File: src/rtl/srf_pkg.sv
`timescale 1ns / 1ps

package srf_pkg;

  localparam int unsigned RULE_SLOTS_DEF = 512;
  localparam int unsigned QUEUE_DEPTH = 2;
  localparam int unsigned QUEUE_AW = $clog2(QUEUE_DEPTH);

  localparam logic [7:0] KIND_BLOCK = 8'h01;
  localparam logic [7:0] KIND_LOG = 8'h03;

  typedef enum logic {
    OP_CHECK = 1'b0,
    OP_LOAD  = 1'b1
  } op_e;

  typedef enum logic [1:0] {
    ST_CLEAR,
    ST_IDLE,
    ST_LOOKUP
  } back_state_e;

  typedef struct packed {
    logic [6:0]  pad;
    logic [63:0] new_name_high;
    logic [63:0] new_name_low;
    logic        new_enabled;
    logic [7:0]  new_kind;
    logic [63:0] proc_name_high;
    logic [63:0] proc_name_low;
    logic [63:0] time_ns;
    logic [31:0] process_id;
    logic [31:0] call_number;
  } in_data_t;

  localparam int unsigned IN_DATA_W = $bits(in_data_t);

  typedef struct packed {
    logic [63:0] exported_total;
    logic [63:0] logged_total;
    logic [63:0] blocked_total;
    logic [63:0] checked_total;
    logic [63:0] slot_fires;
    logic [31:0] hit_name_high;
    logic [63:0] hit_name_low;
    logic [63:0] hit_time;
    logic [31:0] hit_pid;
    logic [31:0] hit_number;
    logic [7:0]  hit_kind;
  } out_data_t;

  localparam int unsigned OUT_DATA_W = $bits(out_data_t);

  typedef struct packed {
    op_e         op;
    logic        in_range;
    logic [31:0] number;
    logic [31:0] pid;
    logic [63:0] time_ns;
    logic [63:0] proc_low;
    logic [63:0] proc_high;
    logic [7:0]  kind;
    logic        enabled;
    logic [63:0] name_low;
    logic [63:0] name_high;
  } job_t;

  typedef struct packed {
    logic        valid;
    logic        enabled;
    logic [7:0]  kind;
    logic [63:0] name_low;
    logic [63:0] name_high;
    logic [63:0] fires;
  } rule_t;

endpackage

File: src/rtl/srf_front.sv
`timescale 1ns / 1ps

module srf_front import srf_pkg::*; #(
  parameter int unsigned RULE_SLOTS = RULE_SLOTS_DEF
) (
  input  logic                 s_tvalid_i,
  output logic                 s_tready_o,
  input  logic [IN_DATA_W-1:0] s_tdata_i,
  input  logic [0:0]           s_tuser_i,
  input  logic                 clear_busy_i,
  input  logic                 q_full_i,
  output logic                 push_o,
  output job_t                 job_o
);

  in_data_t din;

  assign din = in_data_t'(s_tdata_i);
  assign s_tready_o = !clear_busy_i && !q_full_i;
  assign push_o = s_tvalid_i && s_tready_o;

  always_comb begin
    job_o.op        = op_e'(s_tuser_i[0]);
    job_o.in_range  = din.call_number < 32'(RULE_SLOTS);
    job_o.number    = din.call_number;
    job_o.pid       = din.process_id;
    job_o.time_ns   = din.time_ns;
    job_o.proc_low  = din.proc_name_low;
    job_o.proc_high = din.proc_name_high;
    job_o.kind      = din.new_kind;
    job_o.enabled   = din.new_enabled;
    job_o.name_low  = din.new_name_low;
    job_o.name_high = din.new_name_high;
  end

endmodule

File: config.mk
export PLATFORM = sky130hd
export DESIGN_NAME = srf_front
export DESIGN_NICKNAME = d
export VERILOG_FILES = /design/src/rtl/srf_pkg.sv /design/src/rtl/srf_front.sv
export SDC_FILE = /design/constraint.sdc
export NUM_CORES = 1
export LEC_CHECK = 0
export CORE_AREA = 2 2 312 314
export DETAILED_ROUTE_END_ITERATION = 7
export DIE_AREA = 0 0 314 316
export DONT_BUFFER_PORTS = 1
export PLACE_DENSITY = 0.3
export SLEW_MARGIN = 20
export SYNTH_ARGS = -nofsm -noshare
export SYNTH_HDL_FRONTEND = slang
export SYNTH_SLANG_ARGS = --single-unit
File: constraint.sdc
create_clock -name vclk -period 1.59
set_input_delay 0.159 -clock vclk [all_inputs]
set_output_delay 0.159 -clock vclk [all_outputs]
set_load 0.05 [all_outputs]
# Yosys cells after proc, flatten, opt, wreduce, memory -nomap -nowiden
# Index checks and enable logic that the tools add are counted.
totals:
  in_bits: 404
  reg_bits: 0
op_classes:
  n_lt_le_gt_ge: 1
  reduce_logical: 4
op_table:
  columns: ["operator", "n"]
  rows:
  - ["$lt A32 B10 Y1 const B", 1]
  - ["$logic_and A1 B1 Y1", 2]
  - ["$logic_not A1 Y1", 2]

# Depth between registers and ports, before layout
logic_depth:
  word_depth: 3
  ltp_mapped: 3
  depth_no_buf: 3

# Worst setup path after synthesis
# No wires, ideal clock.
synth_timing:
  kind: "input to output"
  startpoint: "input q_full_i"
  endpoint: "output push_o"
  path_stages: 2
  arrival_time_ns: 1.374
  required_ns: 1.431
  setup_slack_ns: 0.057
  path_buffers: 0
  path_cell_list: "nor2_1 and2_1"
synth_via:
  elab_chain_len: 3
synth_lines:
  columns: ["element", "line_no", "text"]
  rows:
  - ["start: declaration", "srf_front.sv:11", "input logic q_full_i,"]
  - ["$logic_not A1 Y1", "srf_front.sv:19", "assign s_tready_o = !clear_busy_i && !q_full_i;"]
  - ["$logic_and A1 B1 Y1", "srf_front.sv:19", null]
  - ["$logic_and A1 B1 Y1", "srf_front.sv:20", "assign push_o = s_tvalid_i && s_tready_o;"]
  - ["end: declaration", "srf_front.sv:12", "output logic push_o,"]
# Every way passes these cells.

==> flow_summary.json <==
{
  "ys_seq_area_frac": 0,
  "power.total_uw": 20.7,
  "cap_violations": 0,
  "die_w_um": 314,
  "grt_pass1_vias": 872,
  "postCtsResizedCells": 0,
  "powerDensity_nw_per_um2": 12.3,
  "ys_warn_count": 0,
  "areaGrowthSynthToFinish_pct": -44.3,
  "path_class": "in -> out",
  "drive_gt1_frac": 0.286,
  "wl_per_cell_um": 41.9,
  "tightest_slew_ns": 0.240,
  "synth_nets": 809,
  "grt_max_degree": 3,
  "die_h_um": 316,
  "cp_cell_sequence": "nor4_2 > nand4_1 > nor2_1 > buf_4",
  "cp_top_family": "simple AND/OR/NAND/NOR gates",
  "ctsHoldBuffers": 0,
  "setup-violations-final": 0,
  "drt_first_pass_iters": 4,
  "seq_cell_count": 0,
  "worstPathRequired_ns": 1.43,
  "synth_area_um2": 3020,
  "ant_nets": 0,
  "dp.cells": 1290,
  "cp.arrival_ns": 0.88,
  "swShare": 0.707,
  "insertedDiodeCount": 0,
  "yosys-top-cells-area": "buf_4 (98%), nor4_1 (0.83%), nor4_2 (0.41%), nor2_1 (0.25%), and2_1 (0.21%)",
  "multi_input_area_um2": 66.3,
  "hold_path_class": "in -> out",
  "switchingPower_uw": 14.6,
  "hpwl_um": 52900,
  "tns_ns": 0,
  "period_needed_ns": 1.04,
  "final_common_cell": "nor4_1",
  "outcome": "finished clean",
  "fin_cells": 1290,
  "grt_setup_unrepaired": "no",
  "synth_top_area_cell": "buf_4",
  "holdWs_ns": 0.318,
  "synth_top_area_share": 0.978,
  "syn_inst": 405,
  "period_share": 0.654,
  "register_area_um2": 0,
  "final_cell_mix": "nor4_1 (4), buf_4 (3), nor2_1 (2)",
  "drtIter0Drc": 31,
  "placementRows": 114,
  "path_buf_inv": 1,
  "critPathMaxStageDelay_ns": 0.28,
  "fin_nets": 420,
  "vdd_ir_drop_max_uv": 8.85,
  "portBuffers": 0,
  "grt_pass1_wl_um": 55500,
  "drt-total-wl_um": 54100,
  "p_comb_frac": 1.000,
  "slew_viol_final": 0,
  "internal_power_uw": 6.06,
  "post_cts_buffers": 0,
  "syn_avg_cell_area_um2": 7.47,
  "place.gp.congestion": 0.664,
  "io_pins": 801,
  "fill_cells": 11481,
  "power.share.sequential": 0,
  "fmax_mhz": 962,
  "clkbuf_count": 0,
  "antenna_found_initial": 5,
  "crit_path_top_delay_cell": "nor4_2",
  "vias_per_cell": 0.688,
  "drc": 0,
  "placed_area_um2": 1690,
  "vias": 887,
  "die-area_um2": 99200,
  "cp-start-kind": "input port",
  "final_hold_viol_count": 0,
  "path_max_fanout": 2,
  "finalInstanceArea_um2": 1690,
  "grt_overflow_total": 0,
  "max-slew-margin-rel": 0.839,
  "pwr-share-clk": 0,
  "leakagePower_nw": 0.0250,
  "initial_utilization": 0.0315,
  "synth.distinct_cells": 8,
  "grt_usage": 0.103,
  "coreArea_um2": 96000,
  "cp-end-kind": "primary output"
}
==> routing by layer <==
metal  wire length (um)  up-vias  global-route usage
li1                   -       53                   -
met1               1780      167             0.00738
met2              22100      499               0.149
met3              27700      156               0.254
met4               2300       12              0.0360
met5                166        -             0.00568
==> power groups by stage <==
stage | sequential (mW) | clock (mW) | combinational, mW
2_1_floorplan | 0 | 0 | 2.68
5_1_grt | 0 | 0 | 0.0228
3_3_place_gp | 0 | 0 | 0.0222
3_5_place_dp | 0 | 0 | 0.0225
4_1_cts | 0 | 0 | 0.0226
6_report | 0 | 0 | 0.0207
==> stage by stage <==
step | util | setup WS, ns
2_1_floorplan | - | 0.0568
3_3_place_gp | 0.0176 | 0.549
3_5_place_dp | 0.0176 | 0.532
4_1_cts | 0.0176 | 0.533
5_1_grt | 0.0176 | 0.504
6_report | 0.0176 | 0.550
==> cell families after synthesis <==
group,Yosys count,share of synthesized area
buffers and inverters,394,0.978
AND/OR/NAND/NOR,11,0.0219
==> final timing paths <==
check                 startpoint    endpoint  slack [ns]  cells after the start
hold / removal    s_tdata_i[140]  job_o[213]        0.32                      0
setup / recovery   s_tdata_i[28]  job_o[393]        0.55                      4
==> cell usage after synthesis <==
library cell	count
buf_4	394
nor2_1	2
nand2_1	1
nor4_1	4
nand4_1	1
nor4_2	1
and2_1	1
nor3_1	1
==> final cells by class <==
cell class	count	area share
timing repair buffer	3	0.0134
multi-input combinational	11	0.0393
tap	1276	0.947
(Power assumes the default switching activity.)
