## config.mk

```make
export PLATFORM = sky130hd
export DESIGN_NAME = srf_queue
export DESIGN_NICKNAME = d
export VERILOG_FILES = /design/src/rtl/srf_pkg.sv /design/src/rtl/srf_queue.sv
export SDC_FILE = /design/constraint.sdc
export NUM_CORES = 1
export LEC_CHECK = 0
export ABC_AREA = 1
export BUFFER_PORTS_ARGS = -buffer_cell sky130_fd_sc_hd__buf_2
export CORE_AREA = 2 2 310 312
export CTS_BUF_LIST = sky130_fd_sc_hd__clkbuf_2 sky130_fd_sc_hd__clkbuf_4 sky130_fd_sc_hd__clkbuf_8
export CTS_CLUSTER_SIZE = 25
export DETAILED_ROUTE_END_ITERATION = 16
export DIE_AREA = 0 0 312 314
export HOLD_SLACK_MARGIN = 0.02
export PLACE_DENSITY = 0.57
export REMOVE_ABC_BUFFERS = 1
export SYNTH_ARGS = -nofsm -noshare
export SYNTH_HDL_FRONTEND = slang
export SYNTH_SLANG_ARGS = --single-unit
```

## constraint.sdc

```tcl
create_clock -name clk_i -period 31.9 [get_ports clk_i]
set_input_delay 6.38 -clock clk_i [delete_from_list [all_inputs] [get_ports clk_i]]
set_output_delay 6.38 -clock clk_i [all_outputs]
set_load 0.1 [all_outputs]
```

## src/rtl/srf_pkg.sv

```systemverilog
`timescale 1ns / 1ps

package srf_pkg;

  localparam int unsigned RULE_SLOTS_DEF = 512;
  localparam int unsigned QUEUE_DEPTH = 2;
  localparam int unsigned QUEUE_AW = $clog2(QUEUE_DEPTH);

  localparam logic [7:0] KIND_BLOCK = 8'h01;
  localparam logic [7:0] KIND_LOG = 8'h03;

  typedef enum logic {
    OP_CHECK = 1'b0,
    OP_LOAD  = 1'b1
  } op_e;

  typedef enum logic [1:0] {
    ST_CLEAR,
    ST_IDLE,
    ST_LOOKUP
  } back_state_e;

  typedef struct packed {
    logic [6:0]  pad;
    logic [63:0] new_name_high;
    logic [63:0] new_name_low;
    logic        new_enabled;
    logic [7:0]  new_kind;
    logic [63:0] proc_name_high;
    logic [63:0] proc_name_low;
    logic [63:0] time_ns;
    logic [31:0] process_id;
    logic [31:0] call_number;
  } in_data_t;

  localparam int unsigned IN_DATA_W = $bits(in_data_t);

  typedef struct packed {
    logic [63:0] exported_total;
    logic [63:0] logged_total;
    logic [63:0] blocked_total;
    logic [63:0] checked_total;
    logic [63:0] slot_fires;
    logic [31:0] hit_name_high;
    logic [63:0] hit_name_low;
    logic [63:0] hit_time;
    logic [31:0] hit_pid;
    logic [31:0] hit_number;
    logic [7:0]  hit_kind;
  } out_data_t;

  localparam int unsigned OUT_DATA_W = $bits(out_data_t);

  typedef struct packed {
    op_e         op;
    logic        in_range;
    logic [31:0] number;
    logic [31:0] pid;
    logic [63:0] time_ns;
    logic [63:0] proc_low;
    logic [63:0] proc_high;
    logic [7:0]  kind;
    logic        enabled;
    logic [63:0] name_low;
    logic [63:0] name_high;
  } job_t;

  typedef struct packed {
    logic        valid;
    logic        enabled;
    logic [7:0]  kind;
    logic [63:0] name_low;
    logic [63:0] name_high;
    logic [63:0] fires;
  } rule_t;

endpackage

```

## src/rtl/srf_queue.sv

```systemverilog
`timescale 1ns / 1ps

module srf_queue import srf_pkg::*; (
  input  logic clk_i,
  input  logic rst_ni,
  input  logic push_i,
  input  job_t job_i,
  output logic full_o,
  input  logic pop_i,
  output logic valid_o,
  output job_t job_o
);

  job_t                slot_q [QUEUE_DEPTH];
  logic [QUEUE_AW-1:0] wr_ptr_q, wr_ptr_d;
  logic [QUEUE_AW-1:0] rd_ptr_q, rd_ptr_d;
  logic [QUEUE_AW:0]   count_q, count_d;

  assign full_o  = count_q == (QUEUE_AW+1)'(QUEUE_DEPTH);
  assign valid_o = count_q != '0;
  assign job_o   = slot_q[rd_ptr_q];

  always_comb begin
    wr_ptr_d = push_i ? wr_ptr_q + 1'b1 : wr_ptr_q;
    rd_ptr_d = pop_i ? rd_ptr_q + 1'b1 : rd_ptr_q;
    count_d  = count_q + (QUEUE_AW+1)'(push_i) - (QUEUE_AW+1)'(pop_i);
  end

  always_ff @(posedge clk_i or negedge rst_ni) begin
    if (!rst_ni) begin
      wr_ptr_q <= '0;
      rd_ptr_q <= '0;
      count_q  <= '0;
    end else begin
      wr_ptr_q <= wr_ptr_d;
      rd_ptr_q <= rd_ptr_d;
      count_q  <= count_d;
    end
  end

  always_ff @(posedge clk_i) begin
    if (push_i) begin
      slot_q[wr_ptr_q] <= job_i;
    end
  end

  assert property (@(posedge clk_i) disable iff (!rst_ni) pop_i |-> valid_o)
    else $error("queue popped while empty");
  assert property (@(posedge clk_i) disable iff (!rst_ni) push_i |-> !full_o)
    else $error("queue pushed while full");
  assert property (@(posedge clk_i) disable iff (!rst_ni)
                   count_q <= (QUEUE_AW+1)'(QUEUE_DEPTH))
    else $error("queue count out of range");

endmodule

```

# After elaboration in Yosys (flattened, before gate mapping)
# Memories as Yosys holds them, arrays and structs flattened.
# Cells that the tools add are included.
# classes
add_sub_neg	4
n_eq_ne	1
mux	2
reduce_logical	1
# ops
op	n
$add A1 B1 Y1 const B	2
$add A2 B1 Y2	1
$eq A2 B2 Y1 const B	1
$mux W1	2
$reduce_bool A2 Y1	1
$sub A2 B1 Y2	1
# totals
regBits	4
ram_bits	790
input_bits	399
output_inout_bits	397
elab_cells	12
memories	1
# memory_table
memory	words	word_bits	read_ports	rd_ports_with_merged_regs	write_ports	line_no	text
slot_q	2	395	1	0	1	srf_queue.sv:14	job_t slot_q [QUEUE_DEPTH];

# Logic depth before layout (Yosys ltp)
# Gate-level depths: netlist (run 1).
# depth
word_depth	2
depth_mapped	7
ltp_nobuf	7

# Worst setup path after synthesis (run 1)
# No wires, ideal clock.
# synth_path
path_kind	input-to-reg
from	input push_i
to	memory slot_q[0][0] in the netlist's numbering (enable)
setup_ps	1172
arrival_time_ps	22912
required_ps	30728
path_slack_ps	7816
cell_stages	2
path_buffers	0
cell_sequence	inv_1 nor2_1
# synth_between
elab_chain_cells	2
# synth_rtl
item	line_no	text
from (decl)	srf_queue.sv:6	input logic push_i,
$mux W1	srf_queue.sv:42	if (push_i) begin
$mux W1 (not written as such)	srf_queue.sv:43	slot_q[wr_ptr_q] <= job_i;
to (decl)	srf_queue.sv:14	
# No other way between the ends.

==> results of run 1 <==
## state kept, by name, indices dropped and copies added, names as in the netlist
register  count
wr_ptr_q      1
slot_q      790
rd_ptr_q      1
count_q       2
## logic make-up (layout without fill, tap and decap cells)
logic type               count (synthesis)  count (layout)  share of synthesized area [%]
buffers and inverters                  490            1448                           7.47
AND/OR/NAND/NOR                        405             405                           5.14
other                                    0               9                              0
adder cells (fa/ha/maj)                  2               2                         0.0846
XOR/XNOR                                 2               2                         0.0592
flip-flops                             794             794                           80.6
AO/OA/AOI/OAI                          395             395                           6.68
## synth_stat cells
library cell	count
buf_4	24
nor2_1	2
nand3_1	1
buf_2	32
buf_6	32
inv_1	402
nand2_1	402
xor2_1	2
ha_1	2
o21ai_0	296
dfrtp_1	4
o21ai_1	99
edfxtp_1	790
## per-stage QoR
step | instances | util [%]
5_1_grt | 4319 | 39.4
3_5_place_dp | 4076 | 36.6
2_1_floorplan | 2000 | -
3_3_place_gp | 4076 | 36.6
6_report | 4320 | 39.4
4_1_cts | 4311 | 39.3
## how the worst max path moves through the flow
stage / start / end / slack (ps) / cells past startpoint
floorplan: push_i / slot_q[0][0] / 7820 / 2
global placement: push_i / slot_q[0][187] / 21200 / 7
detailed placement: push_i / slot_q[0][187] / 21150 / 7
CTS: rd_ptr_q / job_o[276] / 20440 / 6
global route: rd_ptr_q / job_o[177] / 20010 / 6
finish: rd_ptr_q / job_o[276] / 20580 / 6
## cell type report
cell class | instances | area (um2) | share of cell area [%]
sequential | 794 | 23800 | 64.1
timing repair buffer | 811 | 4120 | 11.1
multi-input combinational | 804 | 3550 | 9.54
clock buffer | 191 | 2320 | 6.23
tap | 1265 | 1580 | 4.26
inverter | 402 | 1520 | 4.08
clock inverter | 44 | 245 | 0.660
antenna | 9 | 22.5 | 0.0606
## worst max-delay path, stage by stage, from the launching register on
cell and delay [ps]:
dfrtp_4 880, buf_4 830, buf_4 820, buf_4 740
nand2_1 90, o21ai_0 140, buf_2 480
## layer usage
| layer | GRT usage [%] | vias to the layer above | wire [um] | share of wire [%] |
|---|---|---|---|---|
| li1 | - | 8824 | - | - |
| met1 | 14.8 | 8405 | 26200 | 37 |
| met2 | 24.0 | 619 | 36400 | 51 |
| met3 | 5.99 | 153 | 6480 | 9.1 |
| met4 | 6.56 | 12 | 2220 | 3.1 |
| met5 | 0 | - | 73 | 0.10 |
==> results.sh, run 1 <==
export IMPL_io_buffers=795
export IMPL_worst_setup_path_end_kind="primary output"
export IMPL_dieArea_um2=98000
export IMPL_fp_row_count=113
export IMPL_cts_root_buf="clkbuf_8"
export IMPL_dpl_hpwl_um=48900
export IMPL_layout_common_cells="795 x buf_2, 790 x edfxtp_1, 402 x nand2_1"
export IMPL_place_worst_setup_slack_ps=21150
export IMPL_gr_total_overflow=0
export IMPL_final_common_cell="buf_2"
export IMPL_cts_reportedPaths_clkPinSlew_ps=60
export IMPL_setup_slack_ps=20580
export IMPL_ys_types=13
export IMPL_ys_ff_latch=794
export IMPL_setup_violations=0
export IMPL_min_path_type="reg2reg"
export IMPL_first_pass_iters=6
export IMPL_fin_crit_sh_pct=35.5
export IMPL_r2r_cells=5
export IMPL_worst_pin_slew_ps=1110
export IMPL_wl_per_cell_um=16.5
export IMPL_skew_ps=16.3
export IMPL_period_needed_ps=11320
export IMPL_fill_cells=9157
export IMPL_crit_type="reg2out"
export IMPL_grt_max_degree=231
export IMPL_num_io_pins=796
export IMPL_cts_tree="built"
export IMPL_fin_setup_tns_ps=0
export IMPL_drc=0
export IMPL_path_max_fanout=106
export IMPL_place_congestion=0.813
export IMPL_status="completed"
export IMPL_synth_area_per_cell_um2=14.2
export IMPL_start_util_pct=31.3
export IMPL_ys_seq_area_share_pct=80.6
export IMPL_r2r_start="wr_ptr_q"
export IMPL_routed_wl_um=71400
export IMPL_drtIter0Drc=1259
export IMPL_drive_gt1_share_pct=33.6
export IMPL_cts_setup_buffers=0
export IMPL_whs_endpoint="wr_ptr_q"
export IMPL_rrSetupSlack_ps=27370
export IMPL_cts_resized=0
export IMPL_yosysTopAreaCell="edfxtp_1"
export IMPL_synth_top_area_share_pct=80.2
export IMPL_ctsHoldBuffers=0
export IMPL_cp_start_kind="flip-flop"
export IMPL_r2r_end="slot_q[0][290]"
export IMPL_rsz0062_at_grt="no"
export IMPL_clk_latency_ps=760
export IMPL_maxCapViolations=0
export IMPL_vias=18013
export IMPL_antenna_found_initial=16
export IMPL_nets=3350
export IMPL_hold_viol=0
export IMPL_ys_warn_count=0
export IMPL_relSlewSlack_pct=26.1
export IMPL_dieHeight_um=314
export IMPL_syn_inst=2088
export IMPL_grt_pass1_vias=17692
export IMPL_numCtsBuffers=136
export IMPL_clock_path_buffers=3
export IMPL_synthTopCellsByArea="edfxtp_1 80%, inv_1 5.1%, nand2_1 5.1%, o21ai_0 5.0%, o21ai_1 1.7%"
export IMPL_syn_cell_area_um2=29600
export IMPL_cp_required_ps=25520
export IMPL_worstHoldPathCells=1
export IMPL_routed_via_density=4.17
export IMPL_core_area_um2=94400
export IMPL_maxClockFrequency_mhz=88.4
export IMPL_critPathArrivalTime_ps=4940
export IMPL_placed_area_um2=34600
export IMPL_htreeDepth=4
export IMPL_grt_pass1_wl_um=103000
export IMPL_drv_slew=0
export IMPL_timing_hold_ws_ps=538
export IMPL_min_from="wr_ptr_q"
export IMPL_postRouteAntennaNets=0
export IMPL_clock_sinks=794
export IMPL_groute_usage_overall_pct=14.0
export IMPL_areaGrowthSynthToFinish_pct=25.7
export IMPL_die_w_um=312
export IMPL_fin_area_um2=37200
Power of run 1 is not shown: default switching activity piles up to over one toggle a cycle in this logic, so the estimate is an artifact.
==> run 2, diff against run 1 <==
--- a/config.mk
+++ b/config.mk
@@ -5,15 +5,15 @@
 export SDC_FILE = /design/constraint.sdc
 export NUM_CORES = 1
 export LEC_CHECK = 0
-export ABC_AREA = 1
+export ABC_AREA = 0
 export BUFFER_PORTS_ARGS = -buffer_cell sky130_fd_sc_hd__buf_2
-export CORE_AREA = 2 2 310 312
+export CORE_AREA = 2 2 306 308
 export CTS_BUF_LIST = sky130_fd_sc_hd__clkbuf_2 sky130_fd_sc_hd__clkbuf_4 sky130_fd_sc_hd__clkbuf_8
 export CTS_CLUSTER_SIZE = 25
 export DETAILED_ROUTE_END_ITERATION = 16
-export DIE_AREA = 0 0 312 314
+export DIE_AREA = 0 0 308 310
 export HOLD_SLACK_MARGIN = 0.02
-export PLACE_DENSITY = 0.57
+export PLACE_DENSITY = 0.59
 export REMOVE_ABC_BUFFERS = 1
 export SYNTH_ARGS = -nofsm -noshare
 export SYNTH_HDL_FRONTEND = slang
==> constraint.sdc (replaced) <==
create_clock -name clk_i -period 10.33 [get_ports clk_i]
set_input_delay 2.066 -clock clk_i [delete_from_list [all_inputs] [get_ports clk_i]]
set_output_delay 2.066 -clock clk_i [all_outputs]
set_load 0.1 [all_outputs]
==> run 2 against run 1 <==
Die area decreased by 2.5%. Routed wire length shrank 5.3%. Non-clock buffer count decreased by 6. Final cell count shrank 20%. Worst hold slack improved by 25 ps. Global-route usage decreased by 0.72 points. Clock skew is 16 ps higher. Core utilization up 0.32 points. First-iteration DRC count shrank 34%. Critical path type unchanged. Largest cell class unchanged.
==> results.sh, run 2 <==
export IMPL_fp_row_count=112
export IMPL_synth_most_common_cell="edfxtp_1"
export IMPL_synth_edf_count=790
export IMPL_wl_per_cell_um=19.5
export IMPL_synth_top_area_share_pct=82.3
export IMPL_timing_hold_ws_ps=563
export IMPL_io_buffers=795
export IMPL_ys_ff_latch=794
export IMPL_critPathMaxStageDelay_ps=720
export IMPL_syn_cell_area_um2=28800
export IMPL_synth_xor_area_share_pct=0.143
export IMPL_grt_pass1_vias=15851
export IMPL_synth_mux_area_share_pct=15.4
export IMPL_groute_usage_overall_pct=13.3
export IMPL_numCtsBuffers=136
export IMPL_largestRegisters="slot_q: 790 flops, count_q: 2 flops"
export IMPL_fill_cells=8455
export IMPL_cp_start_kind="flip-flop"
export IMPL_top_register="slot_q"
export IMPL_areaGrowthSynthToFinish_pct=27.3
export IMPL_status="completed"
export IMPL_crit_path_cell_trace="buf_12, buf_4, mux2_2, buf_2"
export IMPL_postRouteAntennaNets=0
export IMPL_antenna_found_initial=25
export IMPL_ys_types=12
export IMPL_drc=0
export IMPL_synthTopCellsByCount="790 x edfxtp_1, 395 x mux2_2, 39 x buf_6"
export IMPL_die_w_um=308
export IMPL_fin_area_um2=36700
export IMPL_setup_violations=0
export IMPL_start_util_pct=31.2
export IMPL_crit_type="reg2out"
export IMPL_drive_gt1_share_pct=63.2
export IMPL_synth_compound_area_share_pct=0
export IMPL_maxClockFrequency_mhz=170
export IMPL_num_io_pins=796
export IMPL_synth_adder_area_share_pct=0.0868
export IMPL_worst_pin_slew_ps=1100
export IMPL_cp_required_ps=8260
export IMPL_synthArstFlopShare_pct=0.504
export IMPL_drv_slew=0
export IMPL_dpl_hpwl_um=45900
export IMPL_cts_tree="built"
export IMPL_ys_seq_area_share_pct=82.6
export IMPL_critPathArrivalTime_ps=3810
export IMPL_synthSimpleGateAreaFrac_pct=0.0868
export IMPL_path_max_fanout=151
export IMPL_layout_common_cells="795 x buf_2, 790 x edfxtp_1, 395 x mux2_2"
export IMPL_routed_wl_um=67600
export IMPL_gr_total_overflow=0
export IMPL_nets=2544
export IMPL_vias=14959
export IMPL_place_congestion=0.799
export IMPL_cts_reportedPaths_clkPinSlew_ps=60
export IMPL_drtIter0Drc=835
export IMPL_worst_setup_path_end_kind="primary output"
export IMPL_htreeDepth=4
export IMPL_largest_reg_flops=790
export IMPL_synthTopCellsByArea="edfxtp_1 82%, mux2_2 15%, buf_6 1.5%, dfrtp_1 0.35%, buf_2 0.087%"
export IMPL_routed_via_density=4.32
export IMPL_ys_warn_count=0
export IMPL_fin_crit_sh_pct=56.9
export IMPL_hold_viol=0
export IMPL_cts_resized=0
export IMPL_synth_main_ff_cell="edfxtp_1"
export IMPL_syn_inst=1244
export IMPL_synth_top_family_by_area="multiplexers"
export IMPL_relSlewSlack_pct=26.5
export IMPL_min_path_type="reg2reg"
export IMPL_dieHeight_um=310
export IMPL_placed_area_um2=34000
export IMPL_yosysTopAreaCell="edfxtp_1"
export IMPL_cts_root_buf="clkbuf_8"
export IMPL_final_common_cell="buf_2"
export IMPL_grt_pass1_wl_um=94500
export IMPL_ctsHoldBuffers=0
export IMPL_setup_slack_ps=4450
export IMPL_clock_path_buffers=3
export IMPL_grt_max_degree=165
export IMPL_rsz0062_at_grt="no"
export IMPL_skew_ps=32.7
export IMPL_clk_latency_ps=800
export IMPL_clock_sinks=794
export IMPL_core_area_um2=92500
export IMPL_slowest_stage="dfrtp_4"
export IMPL_dieArea_um2=95500
export IMPL_first_pass_iters=5
export IMPL_cts_setup_buffers=0
export IMPL_maxCapViolations=0
export IMPL_place_worst_setup_slack_ps=5300
export IMPL_period_needed_ps=5880
export IMPL_synth_area_per_cell_um2=23.2
-- run 2: cell count changes in the layout (fill, tap and decap cells not counted), sizes merged, moves of 3 or more --
cell	delta
clkbuf	-6
mux2	+395
o21ai	-395
diode	+11
inv	-397
nand2	-402
clkinvlp	+3
buf	-6
-- run 2: stage by stage --
stage / instances / setup TNS, ps / utilization, %
CTS: 3441 / 0 / 39.6
global placement: 3202 / 0 / 36.8
finish: 3461 / 0 / 39.7
floorplan: 1200 / -5097190 / -
global route: 3458 / 0 / 39.7
detailed placement: 3202 / 0 / 36.8
-- run 2: final timing paths --
kind                           from       endpoint  slack (ps)  cells after the start
min reg2reg                wr_ptr_q       wr_ptr_q         560                      1
max                        rd_ptr_q     job_o[264]        4450                      4
min in group asynchronous    rst_ni       wr_ptr_q        1100                      1
max in group asynchronous    rst_ni       rd_ptr_q        9090                      1
max reg2reg                wr_ptr_q  slot_q[1][25]        7100                      3
min                        wr_ptr_q       wr_ptr_q         560                      1
-- run 2: final cells by class --
type | instances | area, um2 | share of cell area [%]
inverters | 2 | 7.51 | 0.0204
well taps | 1197 | 1500 | 4.08
clock inverters | 54 | 379 | 1.03
diodes | 20 | 50.0 | 0.136
multi-input cells | 404 | 4550 | 12.4
repair buffers | 805 | 4130 | 11.2
clock buffers | 185 | 2270 | 6.19
flip-flops and latches | 794 | 23800 | 64.9
-- run 2: kinds of logic after synthesis --
logic type	after synthesis
buf+inv	46
xor+xnor	3
mux	395
fa+ha+maj	2
flops	794
simple gates	4
-- run 2: worst max-delay path: cells and delay by family, from the launching register on --
family   cells  cell delay (ps)
buf+inv      3             1470
flops        1              720
mux          1              420
-- run 2: metal layers --
layer  GRT usage (%)  vias up  share of wire, %
met4            6.66       12               3.1
met1            13.9     7329                36
li1                -     6838                 -
met5               0        -              0.12
met2            22.7      621                52
met3            5.80      159               8.9
Power of run 2 is left out for the same reason.
